File: src/rtl/aesctr_pkg.sv
// ----------------------------------------------------------------------------
// AES-128 counter-mode keystream package
// Shared types, register addresses and AES byte functions.
// ----------------------------------------------------------------------------
package aesctr_pkg;

	localparam int MaxBlocks = 64;
	localparam int MaxBytes  = MaxBlocks * 16;
	localparam int AddrW     = 5;

	typedef enum logic [1:0] {
		OP_GEN   = 2'd0,
		OP_RESET = 2'd1
	} op_code_t;

	localparam logic [AddrW-1:0] ADDR_SEED_LOW   = 5'h00;
	localparam logic [AddrW-1:0] ADDR_SEED_HIGH  = 5'h08;
	localparam logic [AddrW-1:0] ADDR_NONCE      = 5'h10;
	localparam logic [AddrW-1:0] ADDR_START      = 5'h18;

	typedef struct packed {
		logic        op;
		logic [10:0] byte_count;
	} in_item_t;

	typedef struct packed {
		logic [63:0] stream_low;
		logic [63:0] stream_high;
		logic [4:0]  valid_bytes;
		logic        last;
	} out_item_t;

	// Command passed from the front end to the cipher engine.
	typedef struct packed {
		logic       rekey;
		logic [6:0] nblk;
		logic [4:0] tail;
	} cmd_t;

	function automatic logic [7:0] xt(input logic [7:0] a);
		xt = {a[6:0], 1'b0} ^ (a[7] ? 8'h1b : 8'h00);
	endfunction

	function automatic logic [7:0] sbox(input logic [7:0] x);
		logic [7:0] t [256];
		t = '{
		8'h63,8'h7c,8'h77,8'h7b,8'hf2,8'h6b,8'h6f,8'hc5,8'h30,8'h01,8'h67,8'h2b,8'hfe,8'hd7,8'hab,8'h76,
		8'hca,8'h82,8'hc9,8'h7d,8'hfa,8'h59,8'h47,8'hf0,8'had,8'hd4,8'ha2,8'haf,8'h9c,8'ha4,8'h72,8'hc0,
		8'hb7,8'hfd,8'h93,8'h26,8'h36,8'h3f,8'hf7,8'hcc,8'h34,8'ha5,8'he5,8'hf1,8'h71,8'hd8,8'h31,8'h15,
		8'h04,8'hc7,8'h23,8'hc3,8'h18,8'h96,8'h05,8'h9a,8'h07,8'h12,8'h80,8'he2,8'heb,8'h27,8'hb2,8'h75,
		8'h09,8'h83,8'h2c,8'h1a,8'h1b,8'h6e,8'h5a,8'ha0,8'h52,8'h3b,8'hd6,8'hb3,8'h29,8'he3,8'h2f,8'h84,
		8'h53,8'hd1,8'h00,8'hed,8'h20,8'hfc,8'hb1,8'h5b,8'h6a,8'hcb,8'hbe,8'h39,8'h4a,8'h4c,8'h58,8'hcf,
		8'hd0,8'hef,8'haa,8'hfb,8'h43,8'h4d,8'h33,8'h85,8'h45,8'hf9,8'h02,8'h7f,8'h50,8'h3c,8'h9f,8'ha8,
		8'h51,8'ha3,8'h40,8'h8f,8'h92,8'h9d,8'h38,8'hf5,8'hbc,8'hb6,8'hda,8'h21,8'h10,8'hff,8'hf3,8'hd2,
		8'hcd,8'h0c,8'h13,8'hec,8'h5f,8'h97,8'h44,8'h17,8'hc4,8'ha7,8'h7e,8'h3d,8'h64,8'h5d,8'h19,8'h73,
		8'h60,8'h81,8'h4f,8'hdc,8'h22,8'h2a,8'h90,8'h88,8'h46,8'hee,8'hb8,8'h14,8'hde,8'h5e,8'h0b,8'hdb,
		8'he0,8'h32,8'h3a,8'h0a,8'h49,8'h06,8'h24,8'h5c,8'hc2,8'hd3,8'hac,8'h62,8'h91,8'h95,8'he4,8'h79,
		8'he7,8'hc8,8'h37,8'h6d,8'h8d,8'hd5,8'h4e,8'ha9,8'h6c,8'h56,8'hf4,8'hea,8'h65,8'h7a,8'hae,8'h08,
		8'hba,8'h78,8'h25,8'h2e,8'h1c,8'ha6,8'hb4,8'hc6,8'he8,8'hdd,8'h74,8'h1f,8'h4b,8'hbd,8'h8b,8'h8a,
		8'h70,8'h3e,8'hb5,8'h66,8'h48,8'h03,8'hf6,8'h0e,8'h61,8'h35,8'h57,8'hb9,8'h86,8'hc1,8'h1d,8'h9e,
		8'he1,8'hf8,8'h98,8'h11,8'h69,8'hd9,8'h8e,8'h94,8'h9b,8'h1e,8'h87,8'he9,8'hce,8'h55,8'h28,8'hdf,
		8'h8c,8'ha1,8'h89,8'h0d,8'hbf,8'he6,8'h42,8'h68,8'h41,8'h99,8'h2d,8'h0f,8'hb0,8'h54,8'hbb,8'h16};
		sbox = t[x];
	endfunction

	// Next round key from the current round key and round constant.
	function automatic logic [127:0] key_next(input logic [127:0] k, input logic [7:0] rc);
		logic [31:0] w0, w1, w2, w3, t;
		w0 = k[31:0]; w1 = k[63:32]; w2 = k[95:64]; w3 = k[127:96];
		t = {sbox(w3[7:0]), sbox(w3[31:24]), sbox(w3[23:16]), sbox(w3[15:8]) ^ rc};
		w0 = w0 ^ t; w1 = w1 ^ w0; w2 = w2 ^ w1; w3 = w3 ^ w2;
		key_next = {w3, w2, w1, w0};
	endfunction

	// One AES round; state byte i sits at bits [8i+7:8i].
	function automatic logic [127:0] aes_round(input logic [127:0] s, input logic final_rnd);
		logic [7:0] b [16];
		logic [7:0] m [16];
		logic [7:0] a0, a1, a2, a3;
		for (int i = 0; i < 16; i++) begin
			b[i] = sbox(s[8*i +: 8]);
		end
		for (int c = 0; c < 4; c++) begin
			for (int r = 0; r < 4; r++) begin
				m[r + 4*c] = b[r + 4*((c + r) & 3)];
			end
		end
		if (!final_rnd) begin
			for (int c = 0; c < 4; c++) begin
				a0 = m[4*c]; a1 = m[4*c+1]; a2 = m[4*c+2]; a3 = m[4*c+3];
				m[4*c]   = xt(a0) ^ xt(a1) ^ a1 ^ a2 ^ a3;
				m[4*c+1] = a0 ^ xt(a1) ^ xt(a2) ^ a2 ^ a3;
				m[4*c+2] = a0 ^ a1 ^ xt(a2) ^ xt(a3) ^ a3;
				m[4*c+3] = xt(a0) ^ a0 ^ a1 ^ a2 ^ xt(a3);
			end
		end
		for (int i = 0; i < 16; i++) begin
			aes_round[8*i +: 8] = m[i];
		end
	endfunction

endpackage

File: src/rtl/aesctr_front.sv
// ----------------------------------------------------------------------------
// AES-CTR front end
// Takes requests, sizes them in blocks and queues commands for the engine.
// ----------------------------------------------------------------------------
module aesctr_front (
	input  logic                clk,
	input  logic                arst_n,
	input  logic                push,
	output logic                full,
	input  aesctr_pkg::in_item_t in_item,
	output logic                cmd_valid,
	input  logic                cmd_take,
	output aesctr_pkg::cmd_t    cmd
);

	aesctr_pkg::cmd_t cmd_q [2];
	logic [1:0] cnt_q;
	logic       wr_q, rd_q;
	logic [10:0] n_sat;
	logic        keep;
	logic        acc, deq;
	aesctr_pkg::cmd_t new_cmd;

	always_comb begin
		n_sat = (in_item.byte_count > 11'(aesctr_pkg::MaxBytes)) ?
			11'(aesctr_pkg::MaxBytes) : in_item.byte_count;
		new_cmd.rekey = in_item.op;
		new_cmd.nblk  = 7'((n_sat + 11'd15) >> 4);
		new_cmd.tail  = (n_sat[3:0] == 4'd0) ? 5'd16 : {1'b0, n_sat[3:0]};
		// A zero-byte generate request leaves no trace.
		keep = in_item.op || (n_sat != 11'd0);
	end

	assign full      = (cnt_q == 2'd2);
	assign cmd_valid = (cnt_q != 2'd0);
	assign cmd       = cmd_q[rd_q];
	assign acc       = push && !full && keep;
	assign deq       = cmd_valid && cmd_take;

	always_ff @(posedge clk or negedge arst_n) begin
		if (!arst_n) begin
			cnt_q <= '0;
			wr_q  <= 1'b0;
			rd_q  <= 1'b0;
		end else begin
			if (acc) begin
				wr_q <= !wr_q;
			end
			if (deq) begin
				rd_q <= !rd_q;
			end
			cnt_q <= cnt_q + 2'(acc) - 2'(deq);
		end
	end

	always_ff @(posedge clk) begin
		if (acc) begin
			cmd_q[wr_q] <= new_cmd;
		end
	end

	a_no_overflow: assert property (@(posedge clk) disable iff (!arst_n)
		full |-> !acc) else $error("command queue overflow");
	a_no_underflow: assert property (@(posedge clk) disable iff (!arst_n)
		!cmd_valid |-> !deq) else $error("command queue underflow");
	a_count_ok: assert property (@(posedge clk) disable iff (!arst_n)
		cnt_q != 2'd3) else $error("command count out of range");

endmodule

File: config.mk
export PLATFORM = sky130hd
export DESIGN_NAME = aesctr_front
export DESIGN_NICKNAME = d
export VERILOG_FILES = /design/src/rtl/aesctr_pkg.sv /design/src/rtl/aesctr_front.sv
export SDC_FILE = /design/constraint.sdc
export NUM_CORES = 1
export LEC_CHECK = 0
export BUFFER_PORTS_ARGS = -buffer_cell sky130_fd_sc_hd__buf_2
export CAP_MARGIN = 20
export CORE_MARGIN = 2
export CORE_UTILIZATION = 40
export CTS_CLUSTER_SIZE = 28
export DETAILED_ROUTE_END_ITERATION = 7
export PLACE_DENSITY = 0.71
export SYNTH_ARGS = -nofsm -noshare
export SYNTH_HDL_FRONTEND = slang
export SYNTH_SLANG_ARGS = --single-unit
File: constraint.sdc
create_clock -name clk -period 3.45 [get_ports clk]
set_input_delay 0.1725 -clock clk [delete_from_list [all_inputs] [get_ports clk]]
set_output_delay 0.1725 -clock clk [all_outputs]
set_load 0.01 [all_outputs]
==> impl_metrics.py, run 1 <==
metrics = {
    "critical_path": {
        "path_class": "reg2reg",
        "cpPeakStageDelay_ns": 0.57,
        "timing.rr.start": "cnt_q[1]",
        "rr_endpoint": "cmd_q[1][0]",
        "critPathLaunchType": "register",
        "crit_buf_inv": 1,
        "cp_data_arrival_time_ns": 1.95,
        "critical_path.endpoint_type": "register",
        "reg2reg_slack_ns": 1.53,
        "r2r_cells": 4,
        "cp_max_fo": 9,
        "worst-endpoint-required_ns": 3.48,
        "crit_chain": "nor2b_1 > nand2b_1 > nor3b_1 > buf_4",
        "crit_family": "simple AND/OR/NAND/NOR gates",
        "slowest_stage": "nor3b_1",
    },
    "layout": {
        "n_fill_cell": 328,
        "fin_cells": 183,
        "final_util_pct": 50.0,
        "n_antenna_cell": 0,
        "finish.net_count": 154,
        "area_growth_syn_to_layout_pct": 19.5,
        "drive_gt1_share_pct": 35.0,
    },
    "power_and_ir_drop": {
        "p_leak_uw": 0.000662,
        "ir_drop_uv": 259,
        "power_density_mw_per_mm2": 675,
    },
    "timing": {
        "tightest_slew_ns": 0.669,
        "min_period_over_period_pct": 55.8,
        "finalCriticalPeriod_ns": 1.92,
        "rsz0062_at_grt": "no",
        "drv_slew": 0,
        "relSlewSlack_pct": 55.3,
        "fin_skew_ns": 0.00611,
        "setup_viol": 0,
        "timing.fmax_ghz": 0.519,
        "finalSetupTns_ns": 0,
        "finalHoldViolCount": 0,
    },
    "floorplan": {
        "ioPinCount": 31,
        "die_h_um": 63.3,
        "die_w_um": 63.3,
        "initial_core_util_pct": 41.9,
        "rows": 21,
        "core_area_mm2": 0.00336,
        "die_area_mm2": 0.00401,
    },
    "synthesis": {
        "synth_area_per_cell_um2": 14.4,
        "syn_area_mm2": 0.00141,
        "synth.net_count": 116,
        "yosysWarnings": 0,
        "ys_seq_elements": 30,
        "synth_flop_cell": "edfxtp_1",
        "ys_seq_area_share_pct": 62.6,
        "synthDistinctLibCells": 33,
        "synthTopCellsByArea": "edfxtp_1, dfrtp_1, mux2_1",
        "synth-edff-count": 26,
        "synth_most_common_cell": "edfxtp_1",
        "syn_inst": 98,
        "synth_top_area_cell": "edfxtp_1",
        "synth_top_area_share_pct": 55.5,
        "async_reset_ff_share_pct": 13.3,
        "yosys-top-cells-count": "edfxtp_1, mux2_1, mux2_2",
    },
    "placed_design": {
        "port_buffers": 30,
        "finalWeightedCongestion": 0.729,
        "post-dp-hpwl_um": 1900,
        "dp.cells": 174,
    },
    "status": {
        "outcome": "completed",
    },
    "clocking": {
        "ctsResizeCount": 0,
        "clockRootBuffer": "clkbuf_4",
        "insertion_delay_ns": 0.32,
        "cts_tree": "done",
        "numCtsBuffers": 5,
        "htreeDepth": 2,
        "path_clk_slew_ns": 0.08,
        "cts.path.max_buffers": 2,
        "clock-sinks": 30,
    },
    "route": {
        "drt_first_pass_iters": 4,
        "drcViolationCount": 0,
        "vias": 930,
        "ant_nets": 0,
        "avgRoutedWirePerCell_um": 13.9,
        "viasPerCell": 5.08,
        "routed_wl_um": 2540,
        "drt_iter0_markers": 20,
    },
    "grt": {
        "grt-ovfl-total": 0,
        "grt_pass1_vias": 925,
        "grt_pass1_wl_um": 4110,
        "grt_start_max_net_pins": 15,
        "antenna_found_initial": 0,
        "grtUsageTotal_pct": 13.9,
    },
    "min_path": {
        "hold_class": "in2reg",
        "worstHoldStart": "in_item[11]",
        "min_to": "cmd_q[0][12]",
        "hold-path-cell-count": 1,
    },
    "flow_run": {
        "max_cap_violations": 0,
    },
}
[state kept, by name, indices dropped and copies added (netlist names)]
| register | flops |
|---|---|
| cmd_q | 26 |
| cnt_q | 2 |
| rd_q | 1 |
| wr_q | 1 |
[per-layer routing]
metal  up-vias  wire, um  GRT usage, %
li1        455         -             -
met1       435      1120          16.4
met2        34      1150          20.9
met3         6       188          5.54
met4         0        71          8.97
met5         -         0             0
[area by class of cell]
type	count	area (um2)	share of cell area, %
clock buffer	6	41.3	2.46
clock inverter	2	8.76	0.521
inverter	5	18.8	1.12
multi-input combinational	61	499	29.7
sequential	30	881	52.4
tap	46	57.6	3.42
timing repair buffer	33	175	10.4
[report_power, final]
part           total [uW]  internal [uW]  switching (uW)
registers             569            505            63.3
logic                 380            190             190
clock network         186           76.3             110
total                1130            771             364
[how the worst max path moves through the flow]
stage          cells after the start  slack [ns]       start     endpoint
6_report                           4        1.53    cnt_q[1]  cmd_q[1][0]
5_1_grt                            8        1.40    cnt_q[1]     cnt_q[1]
4_1_cts                            4        1.52    cnt_q[1]  cmd_q[1][0]
3_5_place_dp                       9        1.47  in_item[3]     cnt_q[1]
3_3_place_gp                       9        1.48  in_item[3]     cnt_q[1]
2_1_floorplan                      3        1.28    cnt_q[1]  cmd_q[1][0]
[cells in the final DEF (no fill, tap or decap), types with 2 or more instances in the layout]
cell / instances
ha_1: 2
xor2_1: 2
dfrtp_1: 4
or4_1: 2
inv_1: 5
a21oi_1: 3
or2_1: 2
o21ai_0: 3
nand4_1: 3
buf_4: 2
nor2_1: 3
edfxtp_1: 26
xnor2_1: 3
nand2_1: 2
mux2_2: 6
nor2b_1: 4
clkbuf_4: 5
mux2_1: 7
or3_1: 3
a41o_1: 2
buf_2: 30
nor4_1: 2
[worst register-to-register path, delay by kind of cell (launching register included)]
family	cells	cell delay, ns
and+or+nand+nor	3	0.93
buffers and inverters	1	0.30
DFF	1	0.40
[cells by family (layout without fill, tap and decap cells)]
logic type,count (synthesis),after routing,synth area share (%)
compound gates,12,12,7.38
mux,13,13,10.4
flops,30,30,62.6
buf+inv,7,46,1.96
fa+ha+maj,2,2,1.78
simple gates,29,29,12.8
xor+xnor,5,5,3.11
[repair_timing]
item | CTS | global route
setup buffers | 0 | 0
hold buffers | 1 | 0
endpoints found under the hold margin | 4 | 0
[metrics by stage]
stage                     instance area [um2]  worst slack, ns  total power (uW)  hold slack [ns]
after CTS                                1680             1.52              1160           0.0402
after global placement                   1620             1.48               948          -0.0186
after detailed placement                 1620             1.47               961          -0.0152
final                                    1680             1.53              1130           0.0637
after floorplan                          1410             1.28               814           -0.123
after global routing                     1680             1.40              1220           0.0419
No activity file was read; power rests on OpenSTA's default activity.
==> run 2, diff against run 1 <==
Clock period 3.45 ns to 1.87 ns, I/O delays scaled along.
==> impl_metrics.py, run 2 (same netlist as run 1, synthesis figures left out) <==
metrics = {
    "timing": {
        "drv_slew": 0,
        "min_period_over_period_pct": 95.9,
        "finalHoldViolCount": 0,
        "finalSetupTns_ns": 0,
        "timing.fmax_ghz": 0.558,
        "tightest_slew_ns": 0.430,
        "setup_viol": 0,
        "fin_skew_ns": 0.00608,
        "relSlewSlack_pct": 71.1,
        "finalCriticalPeriod_ns": 1.79,
    },
    "layout": {
        "largest_reg_flops": 26,
        "largest-register": "cmd_q",
        "n_antenna_cell": 0,
        "finish.net_count": 165,
        "n_fill_cell": 314,
        "area_growth_syn_to_layout_pct": 28.9,
        "final_cell_mix": "buf_2, edfxtp_1, buf_4",
        "ff_latch_area_um2": 881,
        "top_regs": "cmd_q x26, cnt_q x2",
        "drive_gt1_share_pct": 43.2,
        "fin_cells": 194,
        "multi_input_area_um2": 519,
        "final_util_pct": 53.9,
        "layout_commonest_cell": "buf_2",
    },
    "clocking": {
        "path_clk_slew_ns": 0.09,
        "cts_tree": "done",
        "insertion_delay_ns": 0.32,
        "clock-sinks": 30,
        "cts.path.max_buffers": 2,
        "htreeDepth": 2,
        "clockRootBuffer": "clkbuf_4",
        "numCtsBuffers": 5,
    },
    "floorplan": {
        "die_w_um": 63.3,
        "die_area_mm2": 0.00401,
        "core_area_mm2": 0.00336,
        "die_h_um": 63.3,
        "initial_core_util_pct": 41.9,
        "ioPinCount": 31,
        "rows": 21,
    },
    "route": {
        "drt_first_pass_iters": 4,
        "avgRoutedWirePerCell_um": 14.4,
        "drcViolationCount": 0,
        "routed_wl_um": 2790,
        "drt_iter0_markers": 21,
        "ant_nets": 0,
        "vias": 978,
        "viasPerCell": 5.04,
    },
    "grt": {
        "grt_start_max_net_pins": 13,
        "grt-ovfl-total": 0,
        "grt_pass1_vias": 957,
        "grtUsageTotal_pct": 14.3,
        "grt_pass1_wl_um": 4320,
        "antenna_found_initial": 0,
    },
    "critical_path": {
        "crit_buf_inv": 1,
        "critPathLaunchType": "register",
        "timing.rr.start": "cnt_q[1]",
        "r2r_cells": 8,
        "slowest_stage": "dfrtp_1",
        "cp_data_arrival_time_ns": 2.03,
        "worst-endpoint-required_ns": 2.11,
        "critical_path.endpoint_type": "register",
        "crit_family": "simple AND/OR/NAND/NOR gates",
        "path_class": "reg2reg",
        "crit_chain": "nor2b_1 > nand2b_1 > or2_1 > ha_1 > inv_1 > ha_2 > xnor2_2 > xnor2_1",
        "reg2reg_slack_ns": 0.08,
        "cpPeakStageDelay_ns": 0.40,
        "rr_endpoint": "cnt_q[1]",
        "cp_max_fo": 3,
    },
    "power_and_ir_drop": {
        "p_total_uw": 2390,
        "ir_drop_uv": 755,
        "p_leak_uw": 0.000738,
        "power_density_mw_per_mm2": 1320,
    },
    "placed_design": {
        "post-dp-hpwl_um": 2020,
        "dp.cells": 183,
        "port_buffers": 30,
        "finalWeightedCongestion": 0.756,
    },
    "min_path": {
        "hold_class": "in2async",
    },
    "flow_run": {
        "max_cap_violations": 0,
    },
    "status": {
        "outcome": "completed",
    },
}
-- run 2: changes by cell type in the layout (fill, tap and decap cells not counted), sizes merged --
cell         previous run  this run
dlygate4sd3             1         2
clkbuf                  6         5
bufinv                  0         1
buf                    32        42
-- run 2: repair_timing --
item	in CTS	in global routing
hold buffers	2	0
buffers inserted	0	1
resized for setup	0	2
endpoints found under the hold margin	6	0
setup endpoints to repair	0	1
-- run 2: metrics by stage --
stage               setup slack [ns]  area, um2  hold WS [ns]
floorplan                     0.0716       1420        -0.202
global route                 -0.0469       1810         0.110
finish                        0.0776       1810        0.0981
CTS                           0.0223       1800        0.0906
detailed placement          -0.00458       1700       -0.0936
global placement              0.0666       1700       -0.0992
-- run 2: worst reg2reg max path: cells and delay by family (launching register included) --
kind,cells,cell delay (ns)
buffers and inverters,1,0.04
flip-flops,1,0.40
adder cells (fa/ha/maj),2,0.45
AND/OR/NAND/NOR,3,0.51
XOR/XNOR,2,0.32
-- run 2: metal layers --
| metal | GRT usage [%] | share of wire, % | up-vias |
|---|---|---|---|
| met1 | 18.4 | 44 | 473 |
| li1 | - | - | 475 |
| met2 | 23.0 | 50 | 27 |
| met5 | 0 | 0 | - |
| met3 | 5.18 | 5.4 | 3 |
| met4 | 3.26 | 0.79 | 0 |
-- run 2: worst max-delay path by stage --
stage | from | endpoint | slack [ns] | cells past startpoint
3_3_place_gp | in_item[9] | cnt_q[1] | 0.07 | 9
5_1_grt | cnt_q[1] | cnt_q[1] | -0.05 | 8
2_1_floorplan | cnt_q[1] | cnt_q[1] | 0.07 | 8
3_5_place_dp | in_item[8] | cnt_q[1] | -0.005 | 9
4_1_cts | cnt_q[1] | cnt_q[1] | 0.02 | 8
6_report | cnt_q[1] | cnt_q[1] | 0.08 | 8
-- run 2: report_power, final --
group          total (uW)  internal (uW)  leakage (uW)  switching [uW]
Sequential           1020            932      0.000292            87.2
Clock                 491            277     0.0000450             215
Combinational         880            444      0.000401             436
Total                2390           1650      0.000738             738
-- run 2: area by class of cell --
type                    instances  share of cell area (%)
clock inverters                 3                    2.21
repair buffers                 44                    14.3
inverters                       5                    1.03
multi-input cells              61                    28.6
well taps                      46                    3.17
flip-flops and latches         30                    48.6
clock buffers                   5                    2.07
==> run 3, diff against run 2 <==
Settings changed: CORE_UTILIZATION 40 to 32, PLACE_DENSITY 0.71 to 0.61.
==> impl_metrics.py, run 3 (same netlist as run 1, synthesis figures left out) <==
metrics = {
    "flow_run": {
        "max_cap_violations": 0,
    },
    "clocking": {
        "cts.path.max_buffers": 2,
        "insertion_delay_ns": 0.27,
        "clockRootBuffer": "clkbuf_8",
        "cts_setup_buffers": 0,
        "clock-sinks": 30,
        "cts_tree": "done",
        "path_clk_slew_ns": 0.06,
        "htreeDepth": 2,
        "numCtsBuffers": 5,
    },
    "power_and_ir_drop": {
        "p_int_uw": 1680,
        "power_density_mw_per_mm2": 1310,
        "p_leak_uw": 0.000734,
        "combPwrFrac_pct": 36.5,
        "seq_power_share_pct": 42.1,
        "p_total_uw": 2400,
        "ir_drop_uv": 442,
        "sw_frac_of_total_pct": 30.1,
        "pwr-share-clk_pct": 21.4,
        "p_sw_uw": 723,
    },
    "layout": {
        "finish.net_count": 163,
        "layout_commonest_cell": "buf_2",
        "n_fill_cell": 415,
        "final_cell_mix": "buf_2, edfxtp_1, buf_4",
        "ff_latch_area_um2": 881,
        "largest_reg_flops": 26,
        "largest-register": "cmd_q",
        "final_util_pct": 42.8,
        "multi_input_area_um2": 542,
        "n_antenna_cell": 0,
        "top_regs": "cmd_q x26, cnt_q x2",
        "final_area_mm2": 0.00184,
        "drive_gt1_share_pct": 43.2,
        "area_growth_syn_to_layout_pct": 30.7,
    },
    "route": {
        "drt_iter0_markers": 33,
        "avgRoutedWirePerCell_um": 14.1,
        "drcViolationCount": 0,
        "viasPerCell": 4.95,
        "routed_wl_um": 2780,
        "drt_first_pass_iters": 4,
        "ant_nets": 0,
        "vias": 980,
    },
    "floorplan": {
        "rows": 24,
        "ioPinCount": 31,
        "die_area_mm2": 0.00495,
        "die_w_um": 70.3,
        "die_h_um": 70.3,
        "core_area_mm2": 0.00429,
        "initial_core_util_pct": 32.8,
    },
    "critical_path": {
        "critical_path.endpoint_type": "register",
        "cp_max_fo": 2,
        "cpPeakStageDelay_ns": 0.37,
        "crit_chain": "buf_4 > or2_1 > and2_4 > ha_1 > inv_1 > ha_2 > xnor2_2 > xnor2_1",
        "worst-endpoint-required_ns": 2.02,
        "slowest_stage": "dfrtp_1",
        "path_class": "reg2reg",
        "rr_endpoint": "cnt_q[1]",
        "cp_data_arrival_time_ns": 1.91,
        "critPathLaunchType": "register",
        "timing.rr.start": "cnt_q[1]",
        "r2r_cells": 8,
        "reg2reg_slack_ns": 0.11,
    },
    "timing": {
        "finalWorstSetupSlack_ns": 0.110,
        "fin_skew_ns": 0.00260,
        "setup_viol": 0,
        "min_period_over_period_pct": 94.1,
        "whs_ns": 0.0558,
        "relSlewSlack_pct": 55.6,
        "finalHoldViolCount": 0,
        "tightest_slew_ns": 0.665,
        "finalCriticalPeriod_ns": 1.76,
        "timing.fmax_ghz": 0.568,
        "drv_slew": 0,
    },
    "min_path": {
        "hold-path-cell-count": 1,
        "worstHoldStart": "in_item[11]",
        "min_to": "cmd_q[1][12]",
        "hold_class": "in2reg",
    },
    "grt": {
        "antenna_found_initial": 0,
        "grt_start_max_net_pins": 14,
        "grt_pass1_wl_um": 4520,
        "grtUsageTotal_pct": 12.0,
        "grt_pass1_vias": 964,
        "grt-ovfl-total": 0,
    },
    "placed_design": {
        "finalWeightedCongestion": 0.790,
        "post-dp-hpwl_um": 2110,
        "dpl_cell_area_mm2": 0.00171,
        "pre_cts_ws_ns": -0.107,
        "port_buffers": 30,
    },
    "status": {
        "outcome": "completed",
    },
}
-- run 3: power by group through the flow --
stage	sequential, uW	clock, uW	combinational, uW
floorplan	1000	0	504
global placement	1010	0	816
detailed placement	1020	0	837
CTS	1010	532	866
global route	1030	557	953
finish	1010	515	876
-- run 3: stage by stage --
stage | TNS (ns) | std cells
final | 0 | 198
after floorplan | 0 | 98
after CTS | -0.00557 | 198
after global routing | -0.00643 | 198
after global placement | -0.226 | 189
after detailed placement | -2.28 | 189
-- run 3: area by class of cell --
cell class / count / area share, %
Sequential cell: 30 / 47.9
Multi-Input combinational cell: 61 / 29.5
Timing Repair Buffer: 42 / 13.2
Clock buffer: 8 / 4.90
Tap cell: 52 / 3.54
Inverter: 5 / 1.02
-- run 3: worst max-delay path by stage --
stage             start          end  slack, ns  cells after the start
6_report       cnt_q[1]     cnt_q[1]       0.11                      8
5_1_grt        cnt_q[1]     cnt_q[1]     -0.006                      8
4_1_cts        cnt_q[1]     cnt_q[1]     -0.006                      8
3_5_place_dp   cnt_q[1]  cmd_q[0][5]      -0.11                      3
3_3_place_gp   cnt_q[1]  cmd_q[1][5]      -0.02                      3
2_1_floorplan  cnt_q[1]     cnt_q[1]       0.07                      8
-- run 3: per-layer routing --
metal	track usage, %	vias up	share of wire [%]
met5	0	-	0
met4	6.84	0	2.6
met3	3.32	6	4.3
met2	20.4	21	52
met1	13.4	479	41
li1	-	474	-
-- run 3: timing repair --
item	CTS	global route
endpoints found under the setup margin	26	1
hold buffers	1	0
endpoints found under the hold margin	4	0
pin swaps	0	1
gates resized for setup	3	4
-- run 3: worst max-delay path, delay by kind of cell (launching register included) --
| kind | cells | cell delay (ns) |
|---|---|---|
| buffers and inverters | 2 | 0.18 |
| XOR/XNOR | 2 | 0.26 |
| adder cells (fa/ha/maj) | 2 | 0.44 |
| AND/OR/NAND/NOR | 2 | 0.40 |
| flip-flops | 1 | 0.37 |
